[src/assert_macros.svh]
// Assertion macros shared by the rational arithmetic unit modules.
// No dependencies.
`ifndef ASSERT_MACROS_SVH
`define ASSERT_MACROS_SVH

// implication checked on every rising clock edge outside reset
`define ASSERT_IMP(label, clk, rst_n, ante, cons) \
  label: assert property (@(posedge clk) disable iff (!rst_n) (ante) |-> (cons)) \
    else $error("assertion failed");

// next-cycle implication checked outside reset
`define ASSERT_NEXT(label, clk, rst_n, ante, cons) \
  label: assert property (@(posedge clk) disable iff (!rst_n) (ante) |=> (cons)) \
    else $error("assertion failed");

`endif

[src/rau_pkg.sv]
// Package for the rational arithmetic unit: widths, codes and shared types.
// No dependencies.
package rau_pkg;

  localparam int unsigned ValueWidth = 32;
  localparam int unsigned MagWidth   = 64;
  localparam int unsigned CntWidth   = 6;
  localparam int unsigned QueueDepth = 2;

  typedef enum logic [2:0] {
    FUNC_ADD = 3'd0,
    FUNC_SUB = 3'd1,
    FUNC_MUL = 3'd2,
    FUNC_DIV = 3'd3,
    FUNC_NEG = 3'd4,
    FUNC_EQ  = 3'd5
  } func_e;

  typedef enum logic [1:0] {
    ST_OK       = 2'd0,
    ST_ZERO_DEN = 2'd1,
    ST_DIV_ZERO = 2'd2,
    ST_OVERFLOW = 2'd3
  } status_e;

  // item after classification by the front end
  typedef struct packed {
    logic [2:0]            func;
    logic                  early;
    logic [1:0]            status;
    logic                  a_neg;
    logic [ValueWidth-1:0] a_mag;
    logic [ValueWidth-1:0] a_den;
    logic                  b_neg;
    logic [ValueWidth-1:0] b_mag;
    logic [ValueWidth-1:0] b_den;
  } item_t;

  typedef struct packed {
    logic [31:0] result_numerator;
    logic [30:0] result_denominator;
    logic        is_equal;
    logic [1:0]  status;
  } res_t;

  typedef enum logic [3:0] {
    S_IDLE,
    S_RED_A,
    S_RED_B,
    S_MUL1,
    S_MUL2,
    S_COMB,
    S_RED_R,
    S_OUT
  } state_e;

  typedef enum logic [1:0] {
    G_IDLE,
    G_MOD,
    G_DONE
  } gcd_state_e;

  typedef enum logic [1:0] {
    PH_EUCLID,
    PH_MAG,
    PH_DEN
  } gcd_phase_e;

endpackage

[src/rau_front.sv]
// Front end: accept a transaction, split operands into sign and magnitude, flag errors.
// Queues up to two items for the back end. Depends on rau_pkg.
module rau_front (
  input  logic            clk_i,
  input  logic            rst_ni,
  input  logic            in_valid_i,
  output logic            in_ready_o,
  input  logic [2:0]      func_i,
  input  logic [31:0]     ln_i,
  input  logic [31:0]     ld_i,
  input  logic [31:0]     rn_i,
  input  logic [31:0]     rd_i,
  output logic            q_valid_o,
  input  logic            q_ready_i,
  output rau_pkg::item_t  q_item_o
);
  import rau_pkg::*;

  logic  [QueueDepth-1:0] vld_q, vld_d;
  item_t                  ent_q [QueueDepth];
  logic                   wr_ptr_q, rd_ptr_q;
  item_t                  cls;
  logic                   push, pop;
  logic                   ln_s, ld_s, rn_s, rd_s;
  logic [ValueWidth-1:0]  ln_m, ld_m, rn_m, rd_m;

  function automatic logic [ValueWidth-1:0] absv(input logic [ValueWidth-1:0] v);
    absv = v[ValueWidth-1] ? (~v + 1'b1) : v;
  endfunction

  always_comb begin
    ln_s = ln_i[ValueWidth-1];
    ld_s = ld_i[ValueWidth-1];
    rn_s = rn_i[ValueWidth-1];
    rd_s = rd_i[ValueWidth-1];
    ln_m = absv(ln_i[ValueWidth-1:0]);
    ld_m = absv(ld_i[ValueWidth-1:0]);
    rn_m = absv(rn_i[ValueWidth-1:0]);
    rd_m = absv(rd_i[ValueWidth-1:0]);
    cls        = '0;
    cls.func   = func_i;
    cls.a_neg  = ln_s ^ ld_s;
    cls.a_mag  = ln_m;
    cls.a_den  = ld_m;
    cls.b_neg  = rn_s ^ rd_s;
    cls.b_mag  = rn_m;
    cls.b_den  = rd_m;
    if (func_i > FUNC_EQ) begin
      cls.early  = 1'b1;
      cls.status = ST_OK;
    end else if (ld_m == '0 || (func_i != FUNC_NEG && rd_m == '0)) begin
      cls.early  = 1'b1;
      cls.status = ST_ZERO_DEN;
    end else if (func_i == FUNC_DIV && rn_m == '0) begin
      cls.early  = 1'b1;
      cls.status = ST_DIV_ZERO;
    end
  end

  assign in_ready_o = ~vld_q[wr_ptr_q];
  assign push       = in_valid_i & in_ready_o;
  assign q_valid_o  = vld_q[rd_ptr_q];
  assign pop        = q_valid_o & q_ready_i;
  assign q_item_o   = ent_q[rd_ptr_q];

  always_comb begin
    vld_d = vld_q;
    if (push) vld_d[wr_ptr_q] = 1'b1;
    if (pop)  vld_d[rd_ptr_q] = 1'b0;
  end

  always_ff @(posedge clk_i or negedge rst_ni) begin
    if (!rst_ni) begin
      vld_q    <= '0;
      wr_ptr_q <= 1'b0;
      rd_ptr_q <= 1'b0;
    end else begin
      vld_q <= vld_d;
      if (push) wr_ptr_q <= ~wr_ptr_q;
      if (pop)  rd_ptr_q <= ~rd_ptr_q;
    end
  end

  always_ff @(posedge clk_i) begin
    if (push) ent_q[wr_ptr_q] <= cls;
  end

endmodule

[config.mk]
export PLATFORM = sky130hd
export DESIGN_NAME = rau_front
export DESIGN_NICKNAME = d
export VERILOG_FILES = /design/src/assert_macros.svh /design/src/rau_pkg.sv /design/src/rau_front.sv
export SDC_FILE = /design/constraint.sdc
export NUM_CORES = 1
export LEC_CHECK = 0
export ABC_AREA = 1
export CAP_MARGIN = 20
export CELL_PAD_IN_SITES_DETAIL_PLACEMENT = 1
export CELL_PAD_IN_SITES_GLOBAL_PLACEMENT = 2
export CORE_MARGIN = 3
export CORE_UTILIZATION = 30
export DETAILED_ROUTE_END_ITERATION = 6
export DONT_BUFFER_PORTS = 1
export GPL_ROUTABILITY_DRIVEN = 0
export HOLD_SLACK_MARGIN = 0.08
export PLACE_DENSITY = 0.66
export SLEW_MARGIN = 10
export SYNTH_ARGS = -nofsm -noshare
export SYNTH_HDL_FRONTEND = slang
export SYNTH_SLANG_ARGS = --single-unit
export TNS_END_PERCENT = 30
[constraint.sdc]
create_clock -name clk_i -period 8.35 [get_ports clk_i]
set_clock_uncertainty 0.05 [all_clocks]
set_input_delay 1.67 -clock clk_i [delete_from_list [all_inputs] [get_ports clk_i]]
set_output_delay 1.67 -clock clk_i [all_outputs]
set_load 0.01 [all_outputs]
==> results.cfg, run 1 <==
[grt]
grt_max_degree = 94
grtUsageTotal_pct = 17.3
grt_pass1_vias = 11400
antenna_found_initial = 0
grt_pass1_wl_um = 68600
overflow = 0

[critical_path]
crit_family = buffers and inverters
crit_fanout = 75
critPathKind = reg -> out
worstPathCellList = inv_4 -> buf_4 -> nand2_1 -> nand2_1
critPathBufInv = 2
cp.required_ps = 6630
cp_slowest_cell = dfrtp_4
worst_setup_path_end_kind = output port
max_stage_delay_ps = 710
cpMostUsedCell = nand2_1
startpoint_type = flip-flop
worst_ep_arrival_time_ps = 3060

[finish]
fill_cells = 5676
num_antenna_cells = 0
areaGrowthSynthToFinish_pct = 11.1
layout-drive-gt1-share_pct = 6.31
final_util_pct = 33.9
layout.cells.non_filler = 2390
nets = 1890

[die]
die_h_um = 226
row_count = 80
die_area_um2 = 51300
initial_core_util_pct = 30.5
io_pins = 273
fp.coreArea_um2 = 47800
die_w_um = 226

[sta]
rsz0062_at_grt = false
final-setup-viol-count = 0
hold_violations = 0
post-route-min-period_ps = 4780
tightest_slew_ps = 1050
maxSlewViolCount = 0
relSlewSlack_pct = 30.0
setup_tns_ps = 0
fmax_ghz = 0.209
post-route-period-util_pct = 57.2

[yosys]
ys_ff_latch = 276
post_synth_num_cell_types = 36
syn_inst = 1758
synth.cell_area_um2 = 14600
avgSynthCellArea_um2 = 8.30
synth_nets = 1897
yosysWarnings = 0
seq_area_frac_synth_pct = 56.7

[routing]
wl_per_cell_um = 19.0
drtIter0Drc = 485
drt_pass1_iterations = 4
drt_drc_violations_left = 0
vias = 11300
ant_nets = 0
wl_um = 45400
avgViaCountPerCell = 4.72

[cts]
postCtsSetupRepairBufs = 0
cts_buffer_depth = 3
h-tree-depth = 1
numCtsBuffers = 31
cts_root_buffer = clkbuf_16
ctsHoldBuffers = 0
clock_latency_ps = 580
cts_resized = 0
cts_tree = built
cts.sinks = 276
clk_pin_slew_ps = 60

[job]
maxCapViolations = 0

[power]
power_mw = 4.45
p_per_area_nw_per_um2 = 275
ir_drop_mv = 0.190
p_leak_nw = 6.92

[place]
dp.cells = 2332
hpwl_um = 34600
port_buffers = 0

[min_path]
hold_class = reg -> reg

[run_status]
status = complete, no violations
## registers in the layout, indices dropped and copies added, names as in the netlist
register and cells:
ent_q 272, vld_q 2, rd_ptr_q 1, wr_ptr_q 1
## Yosys cell counts, drive strengths merged
master,number,share of area [%]
a31oi,1,0.043
a21oi,8,0.27
nor2,216,6.3
a21boi,1,0.051
o22ai,1,0.043
xnor2,10,0.60
edfxtp,272,56
nand2,817,21
nand3b,14,0.72
o31ai,1,0.051
buf,16,0.57
o21ai,36,1.2
nand4,11,0.47
ha,4,0.34
dfrtp,4,0.69
nor3,10,0.41
inv,153,3.9
or2,4,0.17
clkbuf,31,0.80
clkinv,1,0.026
nor4,2,0.086
nand3,118,4.2
and2,2,0.086
o21bai,1,0.051
xor2,24,1.4
## layout make-up
| class | instances | area, um2 | share of cell area (%) |
|---|---|---|---|
| Inverter | 154 | 581 | 3.58 |
| Clock inverter | 17 | 150 | 0.926 |
| Sequential cell | 276 | 8270 | 51.0 |
| Tap cell | 615 | 769 | 4.75 |
| Clock buffer | 40 | 810 | 4.99 |
| Timing Repair Buffer | 7 | 72.6 | 0.448 |
| Multi-Input combinational cell | 1281 | 5560 | 34.3 |
## layer usage
layer	vias up	routed length, um	GRT usage [%]
li1	5619	-	-
met1	5414	19900	22.6
met2	202	21400	28.7
met3	55	3220	5.19
met4	0	860	3.42
met5	-	0	0
## power by group
group | internal (mW) | total (mW) | switching [mW]
logic | 0.245 | 1.21 | 0.968
clock network | 0.745 | 1.29 | 0.545
registers | 1.84 | 1.95 | 0.104
total | 2.83 | 4.45 | 1.62
## placed cells by master, fill, tap and decap left out, types with 6 or more instances in the layout
cell type and count:
a21oi_1 8, buf_4 6, clkbuf_1 9, clkbuf_16 31
clkinv_1 6, clkinv_2 7, edfxtp_1 272, inv_1 148
nand2_1 796, nand2_2 19, nand3_1 115, nand3b_1 14
nand4_1 11, nor2_1 190, nor2_2 18, nor2_4 6
nor3_1 8, o21ai_0 32, xnor2_1 10, xor2_1 24
## logic make-up (layout without fill, tap and decap cells)
kind of cell             Yosys count  in the layout  share of synthesized area [%]
adder cells (fa/ha/maj)            4              4                          0.343
flip-flops                       276            276                           56.7
buffers and inverters            201            218                           5.33
AND/OR/NAND/NOR                 1194           1194                           33.9
XOR/XNOR                          34             34                           2.04
AO/OA/AOI/OAI                     49             49                           1.75
## stage by stage
step	hold slack (ps)	cell area, um2	worst slack, ps
3_3_place_gp	478	15200	4200
5_1_grt	551	16200	3300
6_report	513	16200	3570
3_5_place_dp	510	15200	4130
2_1_floorplan	453	14600	251
4_1_cts	519	16200	3480
## worst register-to-register path, cell delays in order, from the launching register on
cell      delay [ps]
dfrtp_4          710
inv_4            650
nand2_1          210
a21boi_0         400
a21oi_1          120
## worst paths after layout
check	from	to	slack, ps	cells after the start
setup / recovery	rd_ptr_q	q_item_o[34]	3570	4
hold / removal	wr_ptr_q	wr_ptr_q	510	2
setup reg to reg	rd_ptr_q	vld_q[0]	6070	4
hold reg to reg	wr_ptr_q	wr_ptr_q	510	2
max in group asynchronous	rst_ni	rd_ptr_q	7440	0
min in group asynchronous	rst_ni	rd_ptr_q	730	0
No activity file was read; power rests on OpenSTA's default activity.
==> run 2: changes to the inputs <==
Settings changed: PLACE_DENSITY 0.66 to 0.68.
Clock period 8.35 ns to 4.1 ns, I/O delays scaled along.
==> results.cfg, run 2 (synthesized netlist as in run 1, its figures left out) <==
[run_status]
status = complete, no violations

[finish]
final_cell_mix = 796 x nand2_1, 272 x edfxtp_1, 190 x nor2_1, 148 x inv_1, 115 x nand3_1
fill_cells = 5702
largestRegisters = ent_q x272, vld_q x2
layout-drive-gt1-share_pct = 6.46
largest_reg_flops = 272
nets = 1895
areaGrowthSynthToFinish_pct = 12.0
final_common_cell = nand2_1
post-route-cell-area_um2 = 16300
final_util_pct = 34.1
num_antenna_cells = 0
top_register = ent_q

[power]
p_clk_share_pct = 30.1
ir_drop_mv = 0.503
p_per_area_nw_per_um2 = 575
p_switching_mw = 3.44
p_seq_share_pct = 41.1
p_leak_nw = 6.97
p_int_mw = 5.96
sw_frac_of_total_pct = 36.6
combPwrFrac_pct = 28.8

[critical_path]
worstPathCellList = inv_4 -> buf_4 -> nand2_1 -> nand2_1
cp_slowest_cell = dfrtp_4
crit_fanout = 28
worst_setup_path_end_kind = output port
endpoint = q_item_o[17]
cpMostUsedCell = nand2_1
crit_start = rd_ptr_q
timing.rr.end = ent_q[1][23]
startpoint_type = flip-flop
ff2ff_path_depth = 3
max_stage_delay_ps = 500
regToRegSetupSlack_ps = 2100
critPathKind = reg -> out
worst_ep_arrival_time_ps = 2010
r2r-start = vld_q[1]
cp.required_ps = 3230

[routing]
avgViaCountPerCell = 4.70
drt_pass1_iterations = 4
drt_drc_violations_left = 0
vias = 11300
ant_nets = 0
drtIter0Drc = 492
wl_um = 44900
wl_per_cell_um = 18.8

[grt]
grt_pass1_vias = 11400
met1_usage_pct = 21.3
grt_pass1_wl_um = 67900
grt_max_degree = 140
antenna_found_initial = 1
grtUsageMet3_pct = 5.27
globalRoute.busiestLayer = met2
met2_usage_pct = 29.1
overflow = 0
grtUsageTotal_pct = 17.2

[die]
initial_core_util_pct = 30.5
die_h_um = 226
io_pins = 273
fp.coreArea_um2 = 47800
die_area_um2 = 51300
row_count = 80
die_w_um = 226

[cts]
postCtsSetupRepairBufs = 0
cts_resized = 0
cts_buffer_depth = 3
ctsHoldBuffers = 1
numCtsBuffers = 34
cts.sinks = 276
cts_tree = built
clk_pin_slew_ps = 60
h-tree-depth = 2
clock_latency_ps = 520
cts_root_buffer = clkbuf_16

[sta]
maxSlewViolCount = 0
relSlewSlack_pct = 44.0
final-setup-viol-count = 0
rsz0062_at_grt = false
post-route-min-period_ps = 2880
fmax_ghz = 0.347
tightest_slew_ps = 840
post-route-period-util_pct = 70.3
hold_violations = 0

[job]
maxCapViolations = 0

[place]
place_area_um2 = 15300
hpwl_um = 33000
port_buffers = 0

[min_path]
hold_class = in -> reg
[run 2: cell count changes in the layout (fill, tap and decap cells not counted), sizes merged]
| cell | change |
|---|---|
| dlygate4sd3 | +1 |
| inv | -1 |
| clkinv | +1 |
| clkinvlp | +1 |
| clkbuf | +1 |
| buf | +1 |
[run 2: stage by stage]
stage          instances  worst slack (ps)  setup TNS [ps]  hold WS, ps  total power [mW]
2_1_floorplan       1758              -878         -120060          453              5.79
3_3_place_gp        2334              1000               0          475              6.71
3_5_place_dp        2334              1020               0          475              6.77
4_1_cts             2394              1090               0          291              9.67
5_1_grt             2394              1020               0          293              10.0
6_report            2394              1220               0          340              9.39
[run 2: final cells by class]
| cell class | instances | area [um2] | share of cell area (%) |
|---|---|---|---|
| Inverter | 154 | 581 | 3.55 |
| Clock buffer | 41 | 898 | 5.50 |
| Sequential cell | 276 | 8270 | 50.6 |
| Clock inverter | 18 | 143 | 0.873 |
| Timing Repair Buffer | 9 | 120 | 0.735 |
| Multi-Input combinational cell | 1281 | 5560 | 34.0 |
| Tap cell | 615 | 769 | 4.71 |
[run 2: worst max-delay path: cells and delay by family, from the launching register on]
family                 cells  cell delay [ps]
AND/OR/NAND/NOR            2              290
flip-flops                 1              500
buffers and inverters      2              690
[run 2: layer usage]
metal  vias up  part of all wire, %
li1       5622                    -
met3        56                  6.8
met4         0                  2.5
met2       214                   48
met1      5362                   43
met5         -                    0
[run 2: how the worst min path moves through the flow]
stage              from  slack [ps]  cells after the start           end
2_1_floorplan  wr_ptr_q         450                      2      wr_ptr_q
5_1_grt         ld_i[0]         290                      0  ent_q[1][65]
3_3_place_gp     rst_ni         480                      0      rd_ptr_q
3_5_place_dp     rst_ni         480                      0      rd_ptr_q
4_1_cts         ld_i[0]         290                      0  ent_q[1][65]
6_report        ld_i[0]         340                      0  ent_q[1][65]
[run 2: power groups by stage]
stage	Combinational [mW]	Clock, mW	Sequential [mW]
finish	2.70	2.83	3.86
global route	3.05	3.07	3.90
CTS	2.85	2.95	3.87
detailed placement	2.84	0	3.92
global placement	2.81	0	3.90
floorplan	1.87	0	3.93
==> run 3: changes to the inputs <==
Clock period 4.1 ns to 2.5 ns, I/O delays scaled along.
==> results.cfg, run 3 (synthesized netlist as in run 1, its figures left out) <==
[power]
ir_drop_mv = 0.442
p_per_area_nw_per_um2 = 952
p_leak_nw = 7.29

[sta]
final-setup-viol-count = 0
post-route-min-period_ps = 2360
tightest_slew_ps = 534
relSlewSlack_pct = 64.1
fin_ws_ps = 138
post-route-period-util_pct = 94.5
maxSlewViolCount = 0
rsz0062_at_grt = false
fmax_ghz = 0.423
hold_violations = 0

[critical_path]
critPathKind = reg -> out
crit_fanout = 32
ff2ff_path_depth = 3
worst_setup_path_end_kind = output port
timing.rr.end = ent_q[1][35]
cp.required_ps = 1950
worst_ep_arrival_time_ps = 1810
regToRegSetupSlack_ps = 760
r2r-start = vld_q[1]
startpoint_type = flip-flop

[finish]
largestRegisters = ent_q x272, vld_q x2
layout-drive-gt1-share_pct = 8.75
top_register = ent_q
nets = 1943
areaGrowthSynthToFinish_pct = 16.1
final_cell_mix = 795 x nand2_1, 272 x edfxtp_1, 190 x nor2_1, 148 x inv_1, 115 x nand3_1
largest_reg_flops = 272
fill_cells = 5621
final_util_pct = 35.4
final_common_cell = nand2_1

[cts]
cts_tree = built
numCtsBuffers = 34
cts.sinks = 276
h-tree-depth = 2
clock_latency_ps = 530
cts_root_buffer = clkbuf_16
cts_buffer_depth = 3
clk_pin_slew_ps = 60

[place]
hpwl_um = 34600
post-place-ws_ps = -197
port_buffers = 0

[grt]
grt_pass1_vias = 11900
antenna_found_initial = 1
grt_max_degree = 78
grtUsageTotal_pct = 17.8
grt_pass1_wl_um = 69800
overflow = 0

[routing]
vias = 11500
drt_drc_violations_left = 0
drtIter0Drc = 463
wl_um = 46100
wl_per_cell_um = 18.8
avgViaCountPerCell = 4.70
drt_pass1_iterations = 4
ant_nets = 0

[min_path]
min_from = ln_i[27]
hold_depth = 2
hold_class = in -> reg
hold-path-endpoint = ent_q[1][124]

[die]
row_count = 80
io_pins = 273
initial_core_util_pct = 30.5
die_h_um = 226
die_area_um2 = 51300
die_w_um = 226
fp.coreArea_um2 = 47800

[job]
maxCapViolations = 0

[run_status]
status = complete, no violations
[run 3: how the worst max path moves through the flow]
stage | to | from | cells past startpoint | slack [ps]
floorplan | ent_q[1][0] | wr_ptr_q | 3 | -630
global placement | ent_q[0][131] | ld_i[0] | 12 | -230
detailed placement | ent_q[1][131] | ld_i[0] | 12 | -200
CTS | q_item_o[3] | rd_ptr_q | 4 | 0.9
global route | q_item_o[58] | rd_ptr_q | 4 | 30
finish | q_item_o[64] | rd_ptr_q | 4 | 140
[run 3: metal layers]
metal	track usage, %	part of all wire [%]
met1	22.0	43
met2	29.7	47
met4	4.18	1.9
met5	0	0.028
met3	6.40	7.8
[run 3: cell type report]
cell class                      instances  area (um2)  area share, %
Tap cell                              615         769           4.54
Clock inverter                         18         168          0.990
Antenna cell                            1        2.50         0.0148
Multi-Input combinational cell       1281        5560           32.8
Clock buffer                           42         945           5.58
Timing Repair Buffer                   57         637           3.76
Inverter                              154         581           3.43
Sequential cell                       276        8270           48.8
[run 3: worst max-delay path: stages (launching register included)]
cell,delay [ps]
dfrtp_4,520
inv_4,200
buf_12,230
nand2_1,70
nand2_1,220
[run 3: where the power goes]
| group | internal [mW] | switching [mW] | total (mW) | leakage, nW |
|---|---|---|---|---|
| logic | 1.23 | 3.67 | 4.89 | 4.21 |
| registers | 6.13 | 0.203 | 6.33 | 2.55 |
| clock network | 2.99 | 1.90 | 4.89 | 0.535 |
[run 3: through the flow]
stage	std cells	power (mW)	setup TNS (ps)	hold slack (ps)	cell area, um2
global placement	2372	11.2	-1140	155	15600
finish	2444	16.1	0	140	16900
floorplan	1758	9.49	-172180	154	14600
global route	2443	17.2	0	104	16900
detailed placement	2372	11.3	-941	155	15600
CTS	2442	16.5	0	100	16900
[run 3: repair_timing]
item	CTS	global route
endpoints found under the hold margin	18	0
cloned	2	0
setup endpoints to repair	85	53
pin swaps	0	0
gates resized for setup	3	2
buffers inserted	0	1
hold buffers	8	0
